$ cat config.mk
export PLATFORM = sky130hd
export DESIGN_NAME = id3v2_picture_frame_extractor_unit
export DESIGN_NICKNAME = d
export VERILOG_FILES = /design/src/rtl/core/id3pfx_pkg.sv /design/src/rtl/core/id3v2_picture_frame_extractor_unit.sv /design/src/rtl/core/id3pfx_in_reg.sv /design/src/rtl/core/id3pfx_parser.sv /design/src/rtl/core/id3pfx_out_reg.sv
export VERILOG_INCLUDE_DIRS = /design/src /design/src/rtl/core
export SDC_FILE = /design/constraint.sdc
export NUM_CORES = 1
export LEC_CHECK = 0
export BUFFER_PORTS_ARGS = -buffer_cell sky130_fd_sc_hd__buf_4
export CELL_PAD_IN_SITES_DETAIL_PLACEMENT = 1
export CELL_PAD_IN_SITES_GLOBAL_PLACEMENT = 1
export CORE_ASPECT_RATIO = 1.25
export CORE_MARGIN = 5
export CORE_UTILIZATION = 43
export DETAILED_ROUTE_END_ITERATION = 7
export PLACE_DENSITY_LB_ADDON = 0.1
export SETUP_SLACK_MARGIN = 0.4
export SYNTH_ARGS = -nofsm -noshare
export SYNTH_HDL_FRONTEND = slang
export SYNTH_HIERARCHICAL = 1
export SYNTH_SLANG_ARGS = --single-unit
$ cat constraint.sdc
create_clock -name clk -period 7.14 [get_ports clk]
set_input_delay 1.428 -clock clk [delete_from_list [all_inputs] [get_ports clk]]
set_output_delay 1.428 -clock clk [all_outputs]
set_load 0.01 [all_outputs]
$ cat src/rtl/core/assert_macros.svh
// assertion helpers for the picture frame extractor
// in simulation, each macro expands to a concurrent assertion on the rising clock edge
`ifndef ASSERT_MACROS_SVH
`define ASSERT_MACROS_SVH

`ifndef SYNTHESIS

// property checked only while reset is released
`define ASSERT_RST(lbl, clk, rst_n, prop) \
  lbl: assert property (@(posedge clk) disable iff (!rst_n) prop) \
    else $error("assertion failed");

// property checked at every edge, reset included
`define ASSERT_ALWAYS(lbl, clk, prop) \
  lbl: assert property (@(posedge clk) prop) \
    else $error("assertion failed");

`else

`define ASSERT_RST(lbl, clk, rst_n, prop)
`define ASSERT_ALWAYS(lbl, clk, prop)

`endif

`endif

$ cat src/rtl/core/id3pfx_pkg.sv
`timescale 1ns / 1ps
`default_nettype none

package id3pfx_pkg;

  localparam int unsigned TAG_W = 28;
  localparam int unsigned LEN_W = 32;
  localparam logic [TAG_W-1:0] MAX_TAG_RESET = TAG_W'(50 * 1024 * 1024);
  localparam logic [7:0] SYNC_MASK = 8'h7F;

  // parser phases
  typedef enum logic [3:0] {
    PH_HDR   = 4'd0,
    PH_FHDR  = 4'd1,
    PH_SKIP  = 4'd2,
    PH_ENC   = 4'd3,
    PH_MIME  = 4'd4,
    PH_TYPE  = 4'd5,
    PH_DESC  = 4'd6,
    PH_IMAGE = 4'd7,
    PH_DONE  = 4'd8
  } phase_t;

  // result codes
  typedef enum logic [2:0] {
    OC_IMAGE    = 3'd0,
    OC_NO_HDR   = 3'd1,
    OC_BAD_SIZE = 3'd2,
    OC_NO_PIC   = 3'd3,
    OC_TRUNC    = 3'd4
  } outcome_t;

  typedef struct packed {
    logic [7:0] data_byte;
    logic       file_start;
    logic       file_end;
  } in_item_t;

  typedef struct packed {
    logic [7:0] out_byte;
    logic       last;
    outcome_t   outcome;
  } result_t;

  // handshake between the input stage and the parser/output stage
  typedef struct packed {
    logic valid;
    logic advance;
  } stage_ctl_t;

  // "ID3" signature byte by position
  function automatic logic [7:0] id3_char(input logic [1:0] idx);
    logic [7:0] c;
    case (idx)
      2'd0:    c = 8'h49;
      2'd1:    c = 8'h44;
      2'd2:    c = 8'h33;
      default: c = 8'h00;
    endcase
    return c;
  endfunction

  // "APIC" frame id byte by position
  function automatic logic [7:0] apic_char(input logic [1:0] idx);
    logic [7:0] c;
    case (idx)
      2'd0:    c = 8'h41;
      2'd1:    c = 8'h50;
      2'd2:    c = 8'h49;
      2'd3:    c = 8'h43;
      default: c = 8'h00;
    endcase
    return c;
  endfunction

endpackage

`default_nettype wire

$ cat src/rtl/core/id3v2_picture_frame_extractor_unit.sv
`timescale 1ns / 1ps
`default_nettype none

// ID3v2 attached-picture extractor: streams the image bytes of the first
// APIC frame of an MP3 file that arrives one byte per transfer.
// input channel: in_data_byte with in_file_start / in_file_end markers,
//   transferred when in_valid is high and in_stall is low
// result channel: out_out_byte, out_last, out_outcome, transferred when
//   out_valid is high and out_stall is low; image bytes carry outcome 0,
//   a status result carries byte 0 and last 1
// cfg_wr_en writes cfg_max_tag_bytes, the largest accepted tag size
// a byte's result passes the input register, then the result register;
//   bytes with no result only update the parser state
// throughput: one byte per cycle while the receiver does not stall, set by
//   the combinational parser step between the input and result registers
// reset: both registers empty, parser waits for a file header, the tag
//   size limit returns to 50 MiB
// a stalled receiver holds the result register; while it is held, in_stall
//   is high whenever the input register holds a byte, so no byte is lost
module id3v2_picture_frame_extractor_unit
  import id3pfx_pkg::*;
(
  input  wire logic             clk,
  input  wire logic             rst_n,
  input  wire logic             cfg_wr_en,
  input  wire logic [TAG_W-1:0] cfg_max_tag_bytes,
  input  wire logic             in_valid,
  output logic                  in_stall,
  input  wire logic [7:0]       in_data_byte,
  input  wire logic             in_file_start,
  input  wire logic             in_file_end,
  output logic                  out_valid,
  input  wire logic             out_stall,
  output logic [7:0]            out_out_byte,
  output logic                  out_last,
  output logic [2:0]            out_outcome
);

  in_item_t   in_item;
  in_item_t   item;
  stage_ctl_t ctl;
  logic       out_ready;
  logic       res_valid;
  result_t    res;
  result_t    out_res;

  assign in_item = '{data_byte: in_data_byte, file_start: in_file_start,
                     file_end: in_file_end};

  // input register
  id3pfx_in_reg u_in_reg (
    .clk       (clk),
    .rst_n     (rst_n),
    .in_valid  (in_valid),
    .in_stall  (in_stall),
    .in_item   (in_item),
    .out_ready (out_ready),
    .ctl       (ctl),
    .item      (item)
  );

  // parser state and per-byte step
  id3pfx_parser u_parser (
    .clk               (clk),
    .rst_n             (rst_n),
    .cfg_wr_en         (cfg_wr_en),
    .cfg_max_tag_bytes (cfg_max_tag_bytes),
    .step              (ctl.advance),
    .item              (item),
    .res_valid         (res_valid),
    .res               (res)
  );

  // result register
  id3pfx_out_reg u_out_reg (
    .clk       (clk),
    .rst_n     (rst_n),
    .load      (ctl.advance && res_valid),
    .res       (res),
    .ready     (out_ready),
    .out_valid (out_valid),
    .out_stall (out_stall),
    .out_res   (out_res)
  );

  assign out_out_byte = out_res.out_byte;
  assign out_last     = out_res.last;
  assign out_outcome  = out_res.outcome;

endmodule

`default_nettype wire

$ cat src/rtl/core/id3pfx_in_reg.sv
`timescale 1ns / 1ps
`default_nettype none

module id3pfx_in_reg
  import id3pfx_pkg::*;
(
  input  wire logic       clk,
  input  wire logic       rst_n,
  input  wire logic       in_valid,
  output logic            in_stall,
  input  wire in_item_t   in_item,
  input  wire logic       out_ready,
  output stage_ctl_t      ctl,
  output in_item_t        item
);

  logic     valid_r;
  logic     valid_nxt;
  in_item_t item_r;
  logic     take;

  // item leaves the stage when the output side can hold its result
  assign take        = valid_r && out_ready;
  assign in_stall    = valid_r && !out_ready;
  assign ctl.valid   = valid_r;
  assign ctl.advance = take;
  assign item        = item_r;

  always_comb begin
    valid_nxt = valid_r;
    if (in_valid && !in_stall) begin
      valid_nxt = 1'b1;
    end else if (take) begin
      valid_nxt = 1'b0;
    end
  end

  // stage valid
  always_ff @(posedge clk) begin
    if (!rst_n) begin
      valid_r <= 1'b0;
    end else begin
      valid_r <= valid_nxt;
    end
  end

  // stage payload
  always_ff @(posedge clk) begin
    if (in_valid && !in_stall) begin
      item_r <= in_item;
    end
  end

endmodule

`default_nettype wire

$ cat src/rtl/core/id3pfx_parser.sv
`timescale 1ns / 1ps
`default_nettype none

`include "assert_macros.svh"

module id3pfx_parser
  import id3pfx_pkg::*;
(
  input  wire logic             clk,
  input  wire logic             rst_n,
  input  wire logic             cfg_wr_en,
  input  wire logic [TAG_W-1:0] cfg_max_tag_bytes,
  input  wire logic             step,
  input  wire in_item_t         item,
  output logic                  res_valid,
  output result_t               res
);

  logic [TAG_W-1:0] max_tag_r;
  phase_t           phase_r, phase_nxt, phase_c;
  logic [3:0]       field_r, field_nxt, field_c;
  logic             v24_r, v24_nxt, v24_c;
  logic             apic_r, apic_nxt;
  // remaining tag bytes (holds the tag size while the header is read)
  logic [TAG_W-1:0] tag_r, tag_nxt, tag_c;
  // frame size, then remaining frame bytes
  logic [LEN_W-1:0] len_r, len_nxt;
  logic [LEN_W-1:0] len_prev;
  logic [7:0]       b;
  logic             file_closed;

  assign b = item.data_byte;

  // phase after a final result
  assign file_closed = (phase_r == PH_HDR) || (phase_r == PH_DONE);

  // limit register
  always_ff @(posedge clk) begin
    if (!rst_n) begin
      max_tag_r <= MAX_TAG_RESET;
    end else if (cfg_wr_en) begin
      max_tag_r <= cfg_max_tag_bytes;
    end
  end

  // one byte of parsing
  always_comb begin
    phase_c = item.file_start ? PH_HDR : phase_r;
    field_c = item.file_start ? 4'd0 : field_r;
    v24_c   = item.file_start ? 1'b0 : v24_r;
    tag_c   = item.file_start ? '0 : tag_r;

    phase_nxt = phase_c;
    field_nxt = field_c;
    v24_nxt   = v24_c;
    apic_nxt  = apic_r;
    tag_nxt   = tag_c;
    len_nxt   = len_r;
    len_prev  = (field_c == 4'd4) ? '0 : len_r;
    res_valid = 1'b0;
    res       = '{out_byte: 8'd0, last: 1'b0, outcome: OC_IMAGE};

    case (phase_c)
      PH_HDR: begin
        if (field_c < 4'd3 && b != id3_char(field_c[1:0])) begin
          res_valid = 1'b1;
          res       = '{out_byte: 8'd0, last: 1'b1, outcome: OC_NO_HDR};
          phase_nxt = PH_DONE;
        end else begin
          if (field_c == 4'd3) begin
            v24_nxt = (b == 8'd4);
          end
          if (field_c >= 4'd6) begin
            tag_nxt = {tag_c[TAG_W-8:0], b[6:0] & SYNC_MASK[6:0]};
          end
          if (field_c >= 4'd9) begin
            if (tag_nxt == '0 || tag_nxt > max_tag_r) begin
              res_valid = 1'b1;
              res       = '{out_byte: 8'd0, last: 1'b1, outcome: OC_BAD_SIZE};
              phase_nxt = PH_DONE;
            end else if (tag_nxt < TAG_W'(10)) begin
              res_valid = 1'b1;
              res       = '{out_byte: 8'd0, last: 1'b1, outcome: OC_NO_PIC};
              phase_nxt = PH_DONE;
            end else begin
              phase_nxt = PH_FHDR;
              field_nxt = 4'd0;
            end
          end else begin
            field_nxt = field_c + 4'd1;
          end
        end
      end
      PH_FHDR: begin
        tag_nxt = tag_c - TAG_W'(1);
        if (field_c == 4'd0 && b == 8'd0) begin
          // padding reached
          res_valid = 1'b1;
          res       = '{out_byte: 8'd0, last: 1'b1, outcome: OC_NO_PIC};
          phase_nxt = PH_DONE;
        end else begin
          if (field_c == 4'd0) begin
            apic_nxt = (b == apic_char(2'd0));
          end else if (field_c < 4'd4) begin
            apic_nxt = apic_r && (b == apic_char(field_c[1:0]));
          end else if (field_c < 4'd8) begin
            len_nxt = v24_c ? {len_prev[LEN_W-8:0], b[6:0] & SYNC_MASK[6:0]}
                            : {len_prev[LEN_W-9:0], b};
          end
          if (field_c >= 4'd9) begin
            // frame must fit in what is left of the tag
            if (len_r == '0 || len_r >= {{(LEN_W-TAG_W){1'b0}}, tag_c}) begin
              res_valid = 1'b1;
              res       = '{out_byte: 8'd0, last: 1'b1, outcome: OC_NO_PIC};
              phase_nxt = PH_DONE;
            end else if (apic_r && len_r > LEN_W'(4)) begin
              phase_nxt = PH_ENC;
            end else begin
              phase_nxt = PH_SKIP;
            end
          end else begin
            field_nxt = field_c + 4'd1;
          end
        end
      end
      PH_SKIP, PH_ENC, PH_MIME, PH_TYPE, PH_DESC, PH_IMAGE: begin
        tag_nxt = tag_c - TAG_W'(1);
        len_nxt = len_r - LEN_W'(1);
        case (phase_c)
          PH_SKIP: begin
            if (len_r == LEN_W'(1)) begin
              if (tag_c < TAG_W'(11)) begin
                res_valid = 1'b1;
                res       = '{out_byte: 8'd0, last: 1'b1, outcome: OC_NO_PIC};
                phase_nxt = PH_DONE;
              end else begin
                phase_nxt = PH_FHDR;
                field_nxt = 4'd0;
              end
            end
          end
          PH_ENC: begin
            phase_nxt = PH_MIME;
          end
          PH_MIME: begin
            if (len_r == LEN_W'(1)) begin
              res_valid = 1'b1;
              res       = '{out_byte: 8'd0, last: 1'b1, outcome: OC_NO_PIC};
              phase_nxt = PH_DONE;
            end else if (b == 8'd0) begin
              phase_nxt = PH_TYPE;
            end
          end
          PH_TYPE: begin
            if (len_r == LEN_W'(1)) begin
              res_valid = 1'b1;
              res       = '{out_byte: 8'd0, last: 1'b1, outcome: OC_NO_PIC};
              phase_nxt = PH_DONE;
            end else begin
              phase_nxt = PH_DESC;
            end
          end
          PH_DESC: begin
            if (b == 8'd0 && len_r != LEN_W'(1)) begin
              phase_nxt = PH_IMAGE;
            end else if (b == 8'd0 && tag_c >= TAG_W'(11)) begin
              // empty image, go on to the next frame
              phase_nxt = PH_FHDR;
              field_nxt = 4'd0;
            end else if (len_r == LEN_W'(1)) begin
              res_valid = 1'b1;
              res       = '{out_byte: 8'd0, last: 1'b1, outcome: OC_NO_PIC};
              phase_nxt = PH_DONE;
            end
          end
          default: begin
            // image byte
            res_valid = 1'b1;
            res       = '{out_byte: b, last: 1'b0, outcome: OC_IMAGE};
            if (len_r == LEN_W'(1)) begin
              res.last  = 1'b1;
              phase_nxt = PH_DONE;
            end
          end
        endcase
      end
      default: begin
      end
    endcase

    // end of file: report an open file, then restart
    if (item.file_end) begin
      if (phase_nxt != PH_DONE) begin
        if (res_valid) begin
          res.outcome = OC_TRUNC;
        end else begin
          res_valid = 1'b1;
          res.out_byte = 8'd0;
          if (phase_nxt == PH_HDR) begin
            res.outcome = OC_NO_HDR;
          end else if (phase_nxt == PH_IMAGE) begin
            res.outcome = OC_TRUNC;
          end else begin
            res.outcome = OC_NO_PIC;
          end
        end
        res.last = 1'b1;
      end
      phase_nxt = PH_HDR;
      field_nxt = 4'd0;
      v24_nxt   = 1'b0;
      tag_nxt   = '0;
    end
  end

  // control state
  always_ff @(posedge clk) begin
    if (!rst_n) begin
      phase_r <= PH_HDR;
      field_r <= 4'd0;
      v24_r   <= 1'b0;
    end else if (step) begin
      phase_r <= phase_nxt;
      field_r <= field_nxt;
      v24_r   <= v24_nxt;
    end
  end

  // counters and frame id match
  always_ff @(posedge clk) begin
    if (step) begin
      apic_r <= apic_nxt;
      tag_r  <= tag_nxt;
      len_r  <= len_nxt;
    end
  end

  `ASSERT_ALWAYS(a_reset_to_hdr, clk, !rst_n |=> phase_r == PH_HDR)
  `ASSERT_RST(a_status_is_last, clk, rst_n, res_valid && res.outcome != OC_IMAGE |-> res.last)
  `ASSERT_RST(a_last_closes_file, clk, rst_n, step && res_valid && res.last |=> file_closed)
  `ASSERT_RST(a_image_len_live, clk, rst_n, phase_r == PH_IMAGE |-> len_r != '0)

endmodule

`default_nettype wire

$ cat src/rtl/core/id3pfx_out_reg.sv
`timescale 1ns / 1ps
`default_nettype none

module id3pfx_out_reg
  import id3pfx_pkg::*;
(
  input  wire logic    clk,
  input  wire logic    rst_n,
  input  wire logic    load,
  input  wire result_t res,
  output logic         ready,
  output logic         out_valid,
  input  wire logic    out_stall,
  output result_t      out_res
);

  logic    valid_r;
  logic    valid_nxt;
  result_t res_r;

  // room when empty or when the held result transfers this cycle
  assign ready     = !valid_r || !out_stall;
  assign out_valid = valid_r;
  assign out_res   = res_r;

  always_comb begin
    valid_nxt = valid_r;
    if (load) begin
      valid_nxt = 1'b1;
    end else if (valid_r && !out_stall) begin
      valid_nxt = 1'b0;
    end
  end

  always_ff @(posedge clk) begin
    if (!rst_n) begin
      valid_r <= 1'b0;
    end else begin
      valid_r <= valid_nxt;
    end
  end

  always_ff @(posedge clk) begin
    if (load) begin
      res_r <= res;
    end
  end

endmodule

`default_nettype wire
==> results by group <==
Clocking
  • Clock tree from TritonCTS: built
  • Clk Latency, worst-skew pair: 0.42 ns
  • Clk buf depth: 2
  • Reg clk slew, reported paths: roughly 0.06 ns
  • # hold bufs at CTS: 0
  • Clock buffer count from CTS: 17
  • Postcts setup bufs: 0
  • H-tree depth: 4
  • Clock sink total: 122
  • Post-CTS Resized: 0
  • CTS root buffer: clkbuf_16

Placed design
  • Detailed placement HPWL: roughly 24,000 um
  • Placed insts: 1,383
  • Placer Congestion: ~0.93
  • IO buf count: 56
  • DP Area: 10,100 um2

Floorplan
  • I/O pin count: 57
  • Core Region: 21,500 um2
  • Die H: 175 um
  • Initial core utilization: between 40% and 50%
  • Die ar.: 24,900 um2
  • Rows: 60
  • Die W: 142 um

Setup path
  • Reg2reg end: u_out_reg/out_res[10]
  • CP peak stage delay: approximately 0.6 ns
  • Crit-path cells: nor2b_1 > ha_1 > o21a_1 > nor2_1 > buf_4 > nor2_2 > buf_12 > mux2i_1 > ha_1 > a21o_1 > a21o_1 > a21oi_1 > o211ai_1 > a41oi_1 > nand4_1 > and3_1 > or4_1 > a41oi_2 > or4_1 > and2_1
  • Crit end category: flop
  • Flop-to-flop setup slack: 0.91 ns
  • Worst r2r src: u_parser/field_r[1]
  • Worst EP arrival: 6.28 ns
  • Critical Path Sink: u_out_reg/out_res[10]
  • Critical path class: reg2reg
  • Crit. Startpoint: u_parser/field_r[1]
  • CP max stage cell: nor2_2
  • CP startpoint kind: flop
  • Critical-path maximum fanout: 19
  • Worst EP required: 7.19 ns
  • Worst R2R Path Depth: 20

Power and ir drop
  • Reg power frac: a little over two fifths
  • Leak: 4.06 nW
  • Sw Share: 28.3%
  • Maximum vdd drop: 155 uV
  • Sw power: around 0.00052 W
  • Logic pwr share: 12.3%
  • Cell internal pwr: 0.00132 W
  • Clk network pwr share: 43.8%
  • Tot Pwr: 0.00184 W
  • PwrDens: 174 nW/um2

Routing
  • DR WL/cell: 23.0 um
  • DR iter-0 viols: 807
  • Via count: 8,798
  • # DRC: 0
  • Post-route ant nets: 0
  • Vias per inst: 6.21
  • DRT Pass-1 Iters: 7
  • Final wirelength: 32,500 um

STA
  • Crit share post-route: between 80% and 90%
  • Final Max Slew Viols: 0
  • Final Hold Slack: 0.502 ns
  • Slew headroom: 31.3%
  • Setup TNS: 0 ns
  • Worst Max-Slew Pin Slew: 1.03 ns
  • Final Setup Violations: 0
  • Unrepaired setup endpoints after global routing: false
  • Final Hold Vio Count: 0
  • Minimum clock period: 6.23 ns
  • Clock Skew: 0.0121 ns
  • FMAX: 161 MHz

Status
  • Outcome: finished, final reports clean

Global routing
  • First-pass GRT wire length: approximately 50,000 um
  • Overall global routing resource usage: 26.1%
  • Vias in the first global route: approximately 8,900
  • Initial antenna violation count: 1
  • Largest net degree at the start of global routing: 48
  • Global route total overflow: 0

Logic synthesis
  • Syn nets: 1,199
  • Synth Cell Area: 9370 um2
  • Mapped Cells: 1,092
  • Syn Area/Cell: 8.58 um2
  • Yosys warning count: 6

Finish
  • Final instance area: 10,600 um2
  • # fillers: about 2,600
  • Fraction of layout cells with a size suffix above 1: 11.3%
  • Layout area overhead: 13.2%
  • Post-Layout Cell Count: 1,416
  • Nets: ~1,200

Flow run
  • Maxcap violations: 0

Min path
  • Hold WC Path Type: reg2reg
-- routing by layer --
layer / up-vias / track usage, % / wire, um
met5: - / 0 / 0
met2: 319 / 43.0 / 15800
li1: 4091 / - / -
met3: 63 / 4.19 / 1630
met4: 0 / 11.3 / 1300
met1: 4325 / 33.6 / 13800
-- cells in the final DEF, fill, tap and decap left out, types with 16 or more instances in the layout --
cell type,instances
nor2b_1,39
nor4_1,16
o21ai_0,55
ha_1,64
nand3_1,26
nor2_1,101
nand2_1,111
dfxtp_1,39
o22ai_1,20
edfxtp_1,83
mux2i_1,64
clkbuf_16,17
nor3_1,27
xnor2_1,25
buf_4,74
xor2_1,20
inv_1,48
nand4_1,19
a21oi_1,69
-- registers in the layout, summed over array words and instances, names as in the netlist --
name and cells:
u_parser/len_r 32, u_parser/max_tag_r 28, u_parser/phase_r 4, u_parser/field_r 4
u_out_reg/out_res 12, u_in_reg/item 10, u_out_reg/out_valid 1, u_parser/v24_r 1
u_in_reg/valid_r 1, u_parser/apic_r 1, u_parser/tag_r 28
-- metrics by stage --
step | utilization, % | setup WS, ns
after global routing | 49.4 | 0.453
after detailed placement | 46.9 | 1.01
final | 49.4 | 0.912
after floorplan | - | 0.598
after global placement | 46.9 | 1.17
after CTS | 49.4 | 0.939
-- power by group through the flow --
| stage | Combinational (W) | Sequential (W) | Clock, W |
|---|---|---|---|
| finish | 0.000227 | 0.000810 | 0.000807 |
| global route | 0.000250 | 0.000812 | 0.000860 |
| CTS | 0.000227 | 0.000809 | 0.000824 |
| global placement | 0.000220 | 0.000824 | 0 |
| floorplan | 0.000151 | 0.000808 | 0 |
| detailed placement | 0.000225 | 0.000824 | 0 |
-- area by class of cell --
| type | instances | area (um2) | share of cell area, % |
|---|---|---|---|
| antenna | 1 | 2.50 | 0.0236 |
| clock buffer | 18 | 439 | 4.14 |
| clock inverter | 14 | 97.6 | 0.920 |
| inverter | 48 | 180 | 1.70 |
| multi-input combinational | 859 | 5690 | 53.6 |
| sequential | 122 | 3270 | 30.9 |
| tap | 279 | 349 | 3.29 |
| timing repair buffer | 75 | 576 | 5.43 |
-- worst max-delay path, delay by kind of cell, from the launching register on --
| kind | cells | cell delay, ns |
|---|---|---|
| flops | 1 | 0.44 |
| simple gates | 8 | 2.67 |
| mux | 1 | 0.21 |
| fa+ha+maj | 2 | 0.60 |
| compound gates | 7 | 1.44 |
| buf+inv | 2 | 0.48 |
-- worst min path at each step --
stage | start | endpoint | slack [ns] | depth (start not counted)
4_1_cts | u_parser/max_tag_r[21] | u_parser/max_tag_r[21] | 0.50 | 2
2_1_floorplan | u_parser/max_tag_r[21] | u_parser/max_tag_r[21] | 0.46 | 2
3_5_place_dp | u_parser/max_tag_r[21] | u_parser/max_tag_r[21] | 0.49 | 2
6_report | u_parser/max_tag_r[21] | u_parser/max_tag_r[21] | 0.50 | 2
5_1_grt | u_parser/max_tag_r[21] | u_parser/max_tag_r[21] | 0.53 | 2
3_3_place_gp | u_parser/max_tag_r[21] | u_parser/max_tag_r[21] | 0.48 | 2
Note: power is estimated with default switching activity, not from simulation.
